`src/design/accel_jerk_threshold_detector_assert.svh`:
```
// Assertion macros for the accelerometer jerk threshold detector.
`ifndef ACCEL_JERK_THRESHOLD_DETECTOR_ASSERT_SVH
`define ACCEL_JERK_THRESHOLD_DETECTOR_ASSERT_SVH

// Same-cycle implication, disabled during reset.
`define AJTD_ASSERT_IMPLY(label, clk, rst_n, ante, cons, msg) \
    label: assert property (@(posedge clk) disable iff (!rst_n) (ante) |-> (cons)) \
        else $error(msg);

// Next-cycle implication, disabled during reset.
`define AJTD_ASSERT_NEXT(label, clk, rst_n, ante, cons, msg) \
    label: assert property (@(posedge clk) disable iff (!rst_n) (ante) |=> (cons)) \
        else $error(msg);

`endif

```
`src/design/ajtd_pkg.sv`:
```
// Package with the types and constants of the accelerometer jerk threshold detector.
package ajtd_pkg;

    localparam int AXIS_W        = 16;
    localparam int MAG_W         = 16;
    localparam int JERK_W        = 25;
    localparam int PERIOD_W      = 16;
    localparam int JERK_FRAC_W   = 16;
    localparam int AXIS_BITS_DEF = 16;
    localparam int TICK_BITS_DEF = 32;

    localparam int APB_ADDR_W = 4;
    localparam int APB_DATA_W = 32;
    localparam int REG_IDX_W  = APB_ADDR_W - 2;

    localparam logic [REG_IDX_W-1:0] REG_ENABLE         = 2'd0;
    localparam logic [REG_IDX_W-1:0] REG_SAMPLE_PERIOD  = 2'd1;
    localparam logic [REG_IDX_W-1:0] REG_JERK_THRESHOLD = 2'd2;

    localparam logic [PERIOD_W-1:0] PERIOD_RESET = 16'd10;

    typedef struct packed {
        logic signed [AXIS_W-1:0] accel_x;
        logic signed [AXIS_W-1:0] accel_y;
        logic signed [AXIS_W-1:0] accel_z;
        logic                     read_ok;
    } ajtd_in_t;

    typedef struct packed {
        logic              sampled;
        logic              sample_failed;
        logic [MAG_W-1:0]  magnitude;
        logic [JERK_W-1:0] jerk;
        logic              over_threshold;
    } ajtd_out_t;

    typedef struct packed {
        logic busy;
        logic done;
    } ajtd_sqrt_stat_t;

endpackage

```
`src/design/accel_jerk_threshold_detector.sv`:
```
// Top level of the accelerometer jerk threshold detector.
//
// One item is one tick with three axis readings and a read flag; each item gives
// one result. While enabled, the tick counter advances per item, and a sample is
// taken once sample_period ticks have passed since the last one. A tick with no
// sample due, a failed read or a disabled block goes straight to the output
// state. A successful sample runs the axis and difference squares through one
// multiplier, then the magnitude root and, when history exists and the elapsed
// tick count is nonzero, the jerk root through one shared two-bits-per-cycle
// square root unit, then a one-bit-per-cycle divider by the elapsed ticks.
// tick_stall is high until the result is written into the output register.
// A finished result waits in an output register while the next item is taken.
module accel_jerk_threshold_detector
    import ajtd_pkg::*;
#(
    parameter int AXIS_BITS = AXIS_BITS_DEF,
    parameter int TICK_BITS = TICK_BITS_DEF
)
(
    input  logic                  clk,
    input  logic                  rst_n,
    input  logic                  tick_valid,
    output logic                  tick_stall,
    input  ajtd_in_t              tick_data,
    output logic                  result_valid,
    input  logic                  result_stall,
    output ajtd_out_t             result_data,
    input  logic                  psel,
    input  logic                  penable,
    input  logic                  pwrite,
    input  logic [APB_ADDR_W-1:0] paddr,
    input  logic [APB_DATA_W-1:0] pwdata,
    output logic [APB_DATA_W-1:0] prdata,
    output logic                  pready
);

`include "accel_jerk_threshold_detector_assert.svh"

    localparam int DIFF_W = AXIS_BITS + 1;
    localparam int SQ_W   = 2 * DIFF_W;
    localparam int RAD_W  = SQ_W + JERK_FRAC_W;
    localparam int ROOT_W = RAD_W / 2;
    localparam int DCNT_W = $clog2(ROOT_W + 1);

    typedef enum logic [2:0] {
        ST_IDLE,
        ST_SQUARE,
        ST_MAG_ROOT,
        ST_JERK_ROOT,
        ST_DIVIDE,
        ST_OUTPUT
    } state_t;

    state_t state_reg;

    logic                  enable_reg;
    logic [PERIOD_W-1:0]   period_reg;
    logic [JERK_W-1:0]     threshold_reg;

    logic [TICK_BITS-1:0]  tick_count_reg;
    logic [TICK_BITS-1:0]  last_tick_reg;
    logic signed [AXIS_BITS-1:0] prev_axes_reg [3];
    logic [MAG_W-1:0]      magnitude_reg;
    logic [JERK_W-1:0]     jerk_reg;
    logic                  history_reg;

    logic signed [AXIS_BITS-1:0] axis_reg [3];
    logic [TICK_BITS-1:0]  elapsed_reg;
    logic                  jerk_calc_reg;
    logic                  item_en_reg;
    logic                  sampled_reg;
    logic                  failed_reg;
    logic [2:0]            sq_cnt_reg;
    logic [SQ_W-1:0]       prod_reg;
    logic [SQ_W-1:0]       s_acc_reg;
    logic [SQ_W-1:0]       d_acc_reg;
    logic                  sqrt_start_reg;
    logic [TICK_BITS:0]    div_rem_reg;
    logic [ROOT_W-1:0]     div_q_reg;
    logic [DCNT_W-1:0]     div_cnt_reg;

    logic                  result_valid_reg;
    ajtd_out_t             result_reg;

    logic                  tick_accept;
    logic                  cfg_write;
    logic [REG_IDX_W-1:0]  cfg_idx;
    logic [TICK_BITS-1:0]  elapsed;
    logic                  due;
    logic [1:0]            sq_idx;
    logic signed [DIFF_W-1:0] sq_diff;
    logic [DIFF_W-1:0]     sq_mag;
    logic [SQ_W-1:0]       sq_prod;
    logic [RAD_W-1:0]      sqrt_rad;
    logic [ROOT_W-1:0]     sqrt_root;
    ajtd_sqrt_stat_t       sqrt_stat;
    logic [TICK_BITS:0]    div_shift;
    logic                  div_fits;
    logic [TICK_BITS:0]    div_rem_next;
    logic [ROOT_W-1:0]     div_q_next;
    logic                  out_free;

    assign tick_stall  = (state_reg != ST_IDLE);
    assign tick_accept = tick_valid && !tick_stall;
    assign cfg_write   = psel && penable && pwrite;
    assign cfg_idx     = paddr[APB_ADDR_W-1:2];
    assign pready      = 1'b1;

    assign elapsed = tick_count_reg - last_tick_reg;
    assign due     = (elapsed >= TICK_BITS'(period_reg));

    assign sq_idx = (sq_cnt_reg < 3'd3) ? sq_cnt_reg[1:0] : 2'(sq_cnt_reg - 3'd3);

    always_comb
    begin
        if (sq_cnt_reg < 3'd3)
        begin
            sq_diff = DIFF_W'(axis_reg[sq_idx]);
        end
        else
        begin
            sq_diff = DIFF_W'(axis_reg[sq_idx]) - DIFF_W'(prev_axes_reg[sq_idx]);
        end
        sq_mag = sq_diff[DIFF_W-1] ? DIFF_W'(-sq_diff) : DIFF_W'(sq_diff);
    end

    assign sq_prod = SQ_W'(sq_mag) * SQ_W'(sq_mag);

    assign sqrt_rad = (state_reg == ST_JERK_ROOT) ? {d_acc_reg, JERK_FRAC_W'(0)}
                                                  : RAD_W'(s_acc_reg);

    ajtd_isqrt #(
        .RAD_W (RAD_W)
    ) u_isqrt (
        .clk      (clk),
        .rst_n    (rst_n),
        .start    (sqrt_start_reg),
        .radicand (sqrt_rad),
        .root     (sqrt_root),
        .status   (sqrt_stat)
    );

    assign div_shift    = {div_rem_reg[TICK_BITS-1:0], div_q_reg[ROOT_W-1]};
    assign div_fits     = (div_shift >= {1'b0, elapsed_reg});
    assign div_rem_next = div_fits ? (div_shift - {1'b0, elapsed_reg}) : div_shift;
    assign div_q_next   = {div_q_reg[ROOT_W-2:0], div_fits};

    assign out_free = !result_valid_reg || !result_stall;

    always_comb
    begin
        prdata = '0;
        unique case (cfg_idx)
            REG_ENABLE:         prdata = APB_DATA_W'(enable_reg);
            REG_SAMPLE_PERIOD:  prdata = APB_DATA_W'(period_reg);
            REG_JERK_THRESHOLD: prdata = APB_DATA_W'(threshold_reg);
            default:            prdata = '0;
        endcase
    end

    always_ff @(posedge clk or negedge rst_n)
    begin
        if (!rst_n)
        begin
            state_reg        <= ST_IDLE;
            enable_reg       <= 1'b0;
            period_reg       <= PERIOD_RESET;
            threshold_reg    <= '0;
            tick_count_reg   <= '0;
            last_tick_reg    <= '0;
            prev_axes_reg    <= '{default: '0};
            magnitude_reg    <= '0;
            jerk_reg         <= '0;
            history_reg      <= 1'b0;
            sqrt_start_reg   <= 1'b0;
            result_valid_reg <= 1'b0;
            item_en_reg      <= 1'b0;
            sampled_reg      <= 1'b0;
            failed_reg       <= 1'b0;
            jerk_calc_reg    <= 1'b0;
            sq_cnt_reg       <= '0;
            div_cnt_reg      <= '0;
        end
        else
        begin
            sqrt_start_reg <= 1'b0;
            if (result_valid_reg && !result_stall)
            begin
                result_valid_reg <= 1'b0;
            end

            if (cfg_write)
            begin
                unique case (cfg_idx)
                    REG_ENABLE:
                    begin
                        enable_reg    <= pwdata[0];
                        last_tick_reg <= '0;
                        jerk_reg      <= '0;
                        prev_axes_reg <= '{default: '0};
                        history_reg   <= 1'b0;
                        if (!pwdata[0])
                        begin
                            magnitude_reg <= '0;
                        end
                    end
                    REG_SAMPLE_PERIOD:  period_reg    <= pwdata[PERIOD_W-1:0];
                    REG_JERK_THRESHOLD: threshold_reg <= pwdata[JERK_W-1:0];
                    default:            ;
                endcase
            end

            unique case (state_reg)
                ST_IDLE:
                begin
                    if (tick_accept)
                    begin
                        item_en_reg <= enable_reg;
                        sampled_reg <= 1'b0;
                        failed_reg  <= 1'b0;
                        state_reg   <= ST_OUTPUT;
                        if (enable_reg)
                        begin
                            tick_count_reg <= tick_count_reg + 1'b1;
                            if (due)
                            begin
                                last_tick_reg <= tick_count_reg;
                                history_reg   <= 1'b1;
                                if (tick_data.read_ok)
                                begin
                                    axis_reg[0]   <= tick_data.accel_x[AXIS_BITS-1:0];
                                    axis_reg[1]   <= tick_data.accel_y[AXIS_BITS-1:0];
                                    axis_reg[2]   <= tick_data.accel_z[AXIS_BITS-1:0];
                                    elapsed_reg   <= elapsed;
                                    jerk_calc_reg <= history_reg && (elapsed != '0);
                                    s_acc_reg     <= '0;
                                    d_acc_reg     <= '0;
                                    sq_cnt_reg    <= '0;
                                    sampled_reg   <= 1'b1;
                                    state_reg     <= ST_SQUARE;
                                end
                                else
                                begin
                                    failed_reg <= 1'b1;
                                end
                            end
                        end
                    end
                end
                ST_SQUARE:
                begin
                    if (sq_cnt_reg < 3'd6)
                    begin
                        prod_reg <= sq_prod;
                    end
                    if (sq_cnt_reg != 3'd0)
                    begin
                        if (sq_cnt_reg <= 3'd3)
                        begin
                            s_acc_reg <= s_acc_reg + prod_reg;
                        end
                        else
                        begin
                            d_acc_reg <= d_acc_reg + prod_reg;
                        end
                    end
                    sq_cnt_reg <= sq_cnt_reg + 1'b1;
                    if (sq_cnt_reg == 3'd6)
                    begin
                        prev_axes_reg  <= axis_reg;
                        sqrt_start_reg <= 1'b1;
                        state_reg      <= ST_MAG_ROOT;
                    end
                end
                ST_MAG_ROOT:
                begin
                    if (sqrt_stat.done)
                    begin
                        magnitude_reg <= MAG_W'(sqrt_root);
                        if (jerk_calc_reg)
                        begin
                            sqrt_start_reg <= 1'b1;
                            state_reg      <= ST_JERK_ROOT;
                        end
                        else
                        begin
                            jerk_reg  <= '0;
                            state_reg <= ST_OUTPUT;
                        end
                    end
                end
                ST_JERK_ROOT:
                begin
                    if (sqrt_stat.done)
                    begin
                        div_q_reg   <= sqrt_root;
                        div_rem_reg <= '0;
                        div_cnt_reg <= DCNT_W'(ROOT_W);
                        state_reg   <= ST_DIVIDE;
                    end
                end
                ST_DIVIDE:
                begin
                    div_rem_reg <= div_rem_next;
                    div_q_reg   <= div_q_next;
                    div_cnt_reg <= div_cnt_reg - 1'b1;
                    if (div_cnt_reg == DCNT_W'(1))
                    begin
                        jerk_reg  <= JERK_W'(div_q_next);
                        state_reg <= ST_OUTPUT;
                    end
                end
                ST_OUTPUT:
                begin
                    if (out_free)
                    begin
                        result_reg.sampled        <= sampled_reg;
                        result_reg.sample_failed  <= failed_reg;
                        result_reg.magnitude      <= magnitude_reg;
                        result_reg.jerk           <= jerk_reg;
                        result_reg.over_threshold <= item_en_reg && (jerk_reg > threshold_reg);
                        result_valid_reg          <= 1'b1;
                        state_reg                 <= ST_IDLE;
                    end
                end
                default:
                begin
                    state_reg <= ST_IDLE;
                end
            endcase
        end
    end

    assign result_valid = result_valid_reg;
    assign result_data  = result_reg;

    `AJTD_ASSERT_IMPLY(a_flags_exclusive, clk, rst_n,
        result_valid, !(result_data.sampled && result_data.sample_failed),
        "result flags both sampled and failed")
    `AJTD_ASSERT_IMPLY(a_over_means_above, clk, rst_n,
        result_valid && result_data.over_threshold, result_data.jerk > threshold_reg,
        "over flag set without jerk above threshold")
    `AJTD_ASSERT_NEXT(a_tick_advances, clk, rst_n,
        tick_accept && enable_reg, tick_count_reg == $past(tick_count_reg) + 1'b1,
        "tick counter did not advance on an enabled item")
    `AJTD_ASSERT_IMPLY(a_sqrt_start_idle, clk, rst_n,
        sqrt_start_reg, !sqrt_stat.busy,
        "square root started while busy")

endmodule

```
`src/design/ajtd_isqrt.sv`:
```
// Iterative integer square root, two radicand bits per cycle.
module ajtd_isqrt
    import ajtd_pkg::*;
#(
    parameter int RAD_W = 50
)
(
    input  logic                 clk,
    input  logic                 rst_n,
    input  logic                 start,
    input  logic [RAD_W-1:0]     radicand,
    output logic [RAD_W/2-1:0]   root,
    output ajtd_sqrt_stat_t      status
);

    localparam int ROOT_W = RAD_W / 2;
    localparam int CNT_W  = $clog2(ROOT_W + 1);

    logic [RAD_W-1:0]  rad_reg;
    logic [ROOT_W+1:0] rem_reg;
    logic [ROOT_W-1:0] root_reg;
    logic [CNT_W-1:0]  cnt_reg;
    logic              busy_reg;
    logic              done_reg;

    logic [ROOT_W+1:0] rem_shift;
    logic [ROOT_W+1:0] trial;
    logic              fits;

    assign rem_shift = {rem_reg[ROOT_W-1:0], rad_reg[RAD_W-1:RAD_W-2]};
    assign trial     = {root_reg, 2'b01};
    assign fits      = (rem_shift >= trial);

    always_ff @(posedge clk or negedge rst_n)
    begin
        if (!rst_n)
        begin
            busy_reg <= 1'b0;
            done_reg <= 1'b0;
            cnt_reg  <= '0;
            rad_reg  <= '0;
            rem_reg  <= '0;
            root_reg <= '0;
        end
        else
        begin
            done_reg <= 1'b0;
            if (start)
            begin
                rad_reg  <= radicand;
                rem_reg  <= '0;
                root_reg <= '0;
                cnt_reg  <= CNT_W'(ROOT_W);
                busy_reg <= 1'b1;
            end
            else if (busy_reg)
            begin
                rad_reg <= {rad_reg[RAD_W-3:0], 2'b00};
                if (fits)
                begin
                    rem_reg  <= rem_shift - trial;
                    root_reg <= {root_reg[ROOT_W-2:0], 1'b1};
                end
                else
                begin
                    rem_reg  <= rem_shift;
                    root_reg <= {root_reg[ROOT_W-2:0], 1'b0};
                end
                cnt_reg <= cnt_reg - 1'b1;
                if (cnt_reg == CNT_W'(1))
                begin
                    busy_reg <= 1'b0;
                    done_reg <= 1'b1;
                end
            end
        end
    end

    assign root        = root_reg;
    assign status.busy = busy_reg;
    assign status.done = done_reg;

endmodule
```
`config.mk`:
```
export PLATFORM = sky130hd
export DESIGN_NAME = accel_jerk_threshold_detector
export DESIGN_NICKNAME = d
export VERILOG_FILES = /design/src/design/ajtd_pkg.sv /design/src/design/accel_jerk_threshold_detector.sv /design/src/design/ajtd_isqrt.sv
export VERILOG_INCLUDE_DIRS = /design/src /design/src/design
export SDC_FILE = /design/constraint.sdc
export NUM_CORES = 2
export LEC_CHECK = 0
export BUFFER_PORTS_ARGS = -buffer_cell sky130_fd_sc_hd__buf_2
export CAP_MARGIN = 5
export CELL_PAD_IN_SITES_DETAIL_PLACEMENT = 1
export CELL_PAD_IN_SITES_GLOBAL_PLACEMENT = 2
export CORE_ASPECT_RATIO = 1.2
export CORE_UTILIZATION = 42
export CTS_BUF_LIST = sky130_fd_sc_hd__clkbuf_8
export DETAILED_ROUTE_END_ITERATION = 10
export PLACE_DENSITY_LB_ADDON = 0.1
export REMOVE_ABC_BUFFERS = 1
export SYNTH_ARGS = -nofsm -noshare
export SYNTH_HDL_FRONTEND = slang
export SYNTH_SLANG_ARGS = --single-unit
```
`constraint.sdc`:
```
create_clock -name clk -period 15.15 [get_ports clk]
set_input_delay 4.545 -clock clk [delete_from_list [all_inputs] [get_ports clk]]
set_output_delay 4.545 -clock clk [all_outputs]
set_load 0.01 [all_outputs]
```
==> summary.md <==
| Metric | Value |
|---|---|
| Die area | `102000 um2` |
| Slowest-stage cell, CP | `dfrtp_1` |
| Setup Skew | `0.0579 ns` |
| Cell count after synthesis | `4286` |
| Post-synth EDFFs | `282` |
| CP max FO | `22` |
| Clk buf depth | `3` |
| First-pass GRT wire length | `187000 um` |
| Slew Limit Fails | `0` |
| Met3 WL post-DR | `3080 um` |
| Antenna violations before repair | `2` |
| Prevailing post-synth register cell | `dfrtp_1` |
| Critical path arrival | `13.37 ns` |
| DR pass1 iterations | `5` |
| Least-Margin Pin Slew | `1.17 ns` |
| DR top layer | `met4` |
| Status | `completed` |
| Via density | `5.38` |
| Ys async rst share | `0.532` |
| Die Y-Extent | `349 um` |
| Synth top area cells | `edfxtp_1, dfrtp_1, ha_1, fa_1, inv_1` |
| Placed Instances | `5627` |
| Synth Cell Area | `42200 um2` |
| Crit-path most repeated cell | `fa_1` |
| Placed Area | `44400 um2` |
| Met1 WL | `50300 um` |
| TNS Setup | `0 ns` |
| Register area share after synthesis | `0.390` |
| Hold-fix buffers at CTS | `0` |
| RSZ-0062 raised after global routing | `false` |
| CORE AREA | `99800 um2` |
| Crit. End Element | `flip-flop` |
| Per-cell routed wire length | `19.6 um` |
| Synth unique cells | `90` |
| Overall Global Routing Usage | `0.229` |
| Nets@finish | `5055` |
| DRT antenna net count | `0` |
| Worst EP required | `15.63 ns` |
| Relative slew slack | `0.223` |
| DR DRC count | `0` |
| Vias in the first global route | `33800` |
| GR Overflow Total | `0` |
| Clock Pin Slew Worst Setup and Hold Paths | `0.06 ns` |
| Post-CTS Resized | `0` |
| Worst Min Path Start | `magnitude_reg[9]` |
| TritonCTS Buffers | `103` |
| DR iter-0 viols | `1302` |
| Max-Cap Viols | `0` |
| Row count | `127` |
| Ports | `171` |
| CP Launch Point | `sq_cnt_reg[1]` |
| Fmax | `77.6 MHz` |
| CTS tree | `built` |
| Number of buffers added on ports | `153` |
| Yosys warns | `0` |
| Clock Latency Late Sink | `0.76 ns` |
| Hold Crit Class | `reg -> reg` |
| CTS H-tree lvls | `3` |
| # setup viols final | `0` |
| Post-CTS setup buffer count | `0` |
| Max reg flops | `50` |
| Root Buffer | `clkbuf_8` |
| Fin. Hold Viols | `0` |
| Crit-path max cell delay | `0.62 ns` |
| Most common cell after layout, fill and taps aside | `inv_1` |
| Finished Layout Cells | `5824` |
| Yosys reg bits | `602` |
| Leading area contributor after synthesis | `edfxtp_1` |
| DIE WIDTH | `291 um` |
| WL met2 | `58300 um` |
| Initial Util | `0.423` |
| Post-layout minimum cycle time | `12.89 ns` |
| Layout cells sized above 1 | `0.0953` |
| Routability cong. | `0.824` |
| Critical path class | `reg -> reg` |
| Worst R2R Start | `sq_cnt_reg[1]` |
| Number of fill cells | `11300` |
| Mean Syn Cell Area | `9.85 um2` |
| Top cell type's share of synthesized area | `0.201` |
| Design Area, Final | `46700 um2` |
| Hpwl dp | `85700 um` |
| Worst Setup Start Kind | `flip-flop` |
| CTS Sinks | `602` |
| Most frequent cells in the layout | `inv_1, nand2_1, nor2_1, ha_1, dfrtp_1` |
| Post-route clock period utilization | `0.851` |
| Total Routed Length | `114000 um` |
| Largest net degree at the start of global routing | `147` |
| Layout area overhead | `10.6%` |
| Routed vias | `31400` |
==> path summary, 6_finish.rpt <==
path                                            to  slack (ns)  cells past startpoint
worst max-delay path                  prod_reg[32]        2.26                     43
worst min-delay path               result_data[35]        0.45                      0
worst max register to register        prod_reg[32]        2.26                     43
worst min register to register     result_data[35]        0.45                      0
max in group asynchronous         u_isqrt.busy_reg        9.97                      2
min in group asynchronous       tick_count_reg[17]        3.76                      1
==> logic make-up after synthesis <==
group,Yosys count,share of synthesized area
and+or+nand+nor,1160,0.127
buffers and inverters,663,0.0609
other,2,0.000178
muxes,165,0.0397
adders and majority gates,521,0.189
DFF,602,0.390
AOI/OAI and AO/OA,955,0.148
xor gates and xnor gates,218,0.0457
==> Yosys cell counts (6+ instances only) <==
cell type  count
a31oi_1       49
buf_2         28
a211oi_1      69
buf_1          8
and2_1        38
mux2_2        21
and3_1        30
buf_4         11
nand2_1      381
nor3_1        71
clkbuf_1     120
a21oi_1      220
or3_1         12
fa_1         194
o211ai_1      13
a211o_1        6
xnor2_1      146
dfrtp_1      318
mux2i_1      144
a22o_1       109
o31ai_1       10
nand4_1       33
a21boi_0       9
xor2_1        69
or2_2         11
o21ai_1        6
nor2_1       345
nand2b_1      35
a221oi_1       6
nor4_1        13
nor3b_1        6
ha_1         327
nor2b_1       58
a21o_1       105
a22oi_1        6
edfxtp_1     282
a32oi_1        7
nand3_1       90
nand3b_1       6
and4_1         8
o22ai_1       11
o21a_1        29
inv_1        489
o21bai_1      20
o21ai_0      223
==> per-stage QoR <==
step / util / hold WS, ns / worst slack (ns)
2_1_floorplan: - / 0.425 / 3.71
3_3_place_gp: 0.445 / 0.435 / 2.29
3_5_place_dp: 0.445 / 0.435 / 2.13
4_1_cts: 0.468 / 0.442 / 2.05
5_1_grt: 0.468 / 0.448 / 1.34
6_report: 0.468 / 0.449 / 2.26
==> layout make-up <==
type                       instances  area [um2]  area share
clock buffer                     121        1670      0.0357
clock inverter                    74         597      0.0128
antenna                            2        5.00    0.000107
tap                             1290        1610      0.0346
timing repair buffer             202        1160      0.0248
sequential                       602       16500       0.353
inverter                         495        1860      0.0398
multi-input combinational       3038       23300       0.499
==> routing by layer <==
layer	track usage	vias to the layer above
li1	-	15200
met1	0.288	15600
met2	0.416	392
met3	0.0251	155
met4	0.0619	0
met5	0	-
==> critical path: cells and delay by family, from the launching register on <==
kind / cells / cell delay, ns
fa+ha+maj: 10 / 4.58
xor+xnor: 2 / 0.69
flops: 1 / 0.62
simple gates: 12 / 2.42
buf+inv: 9 / 1.49
compound gates: 10 / 2.76
Power is left out: the tool's default activity adds up to more than one toggle a clock period on the data nets, which glitch-free logic cannot reach.
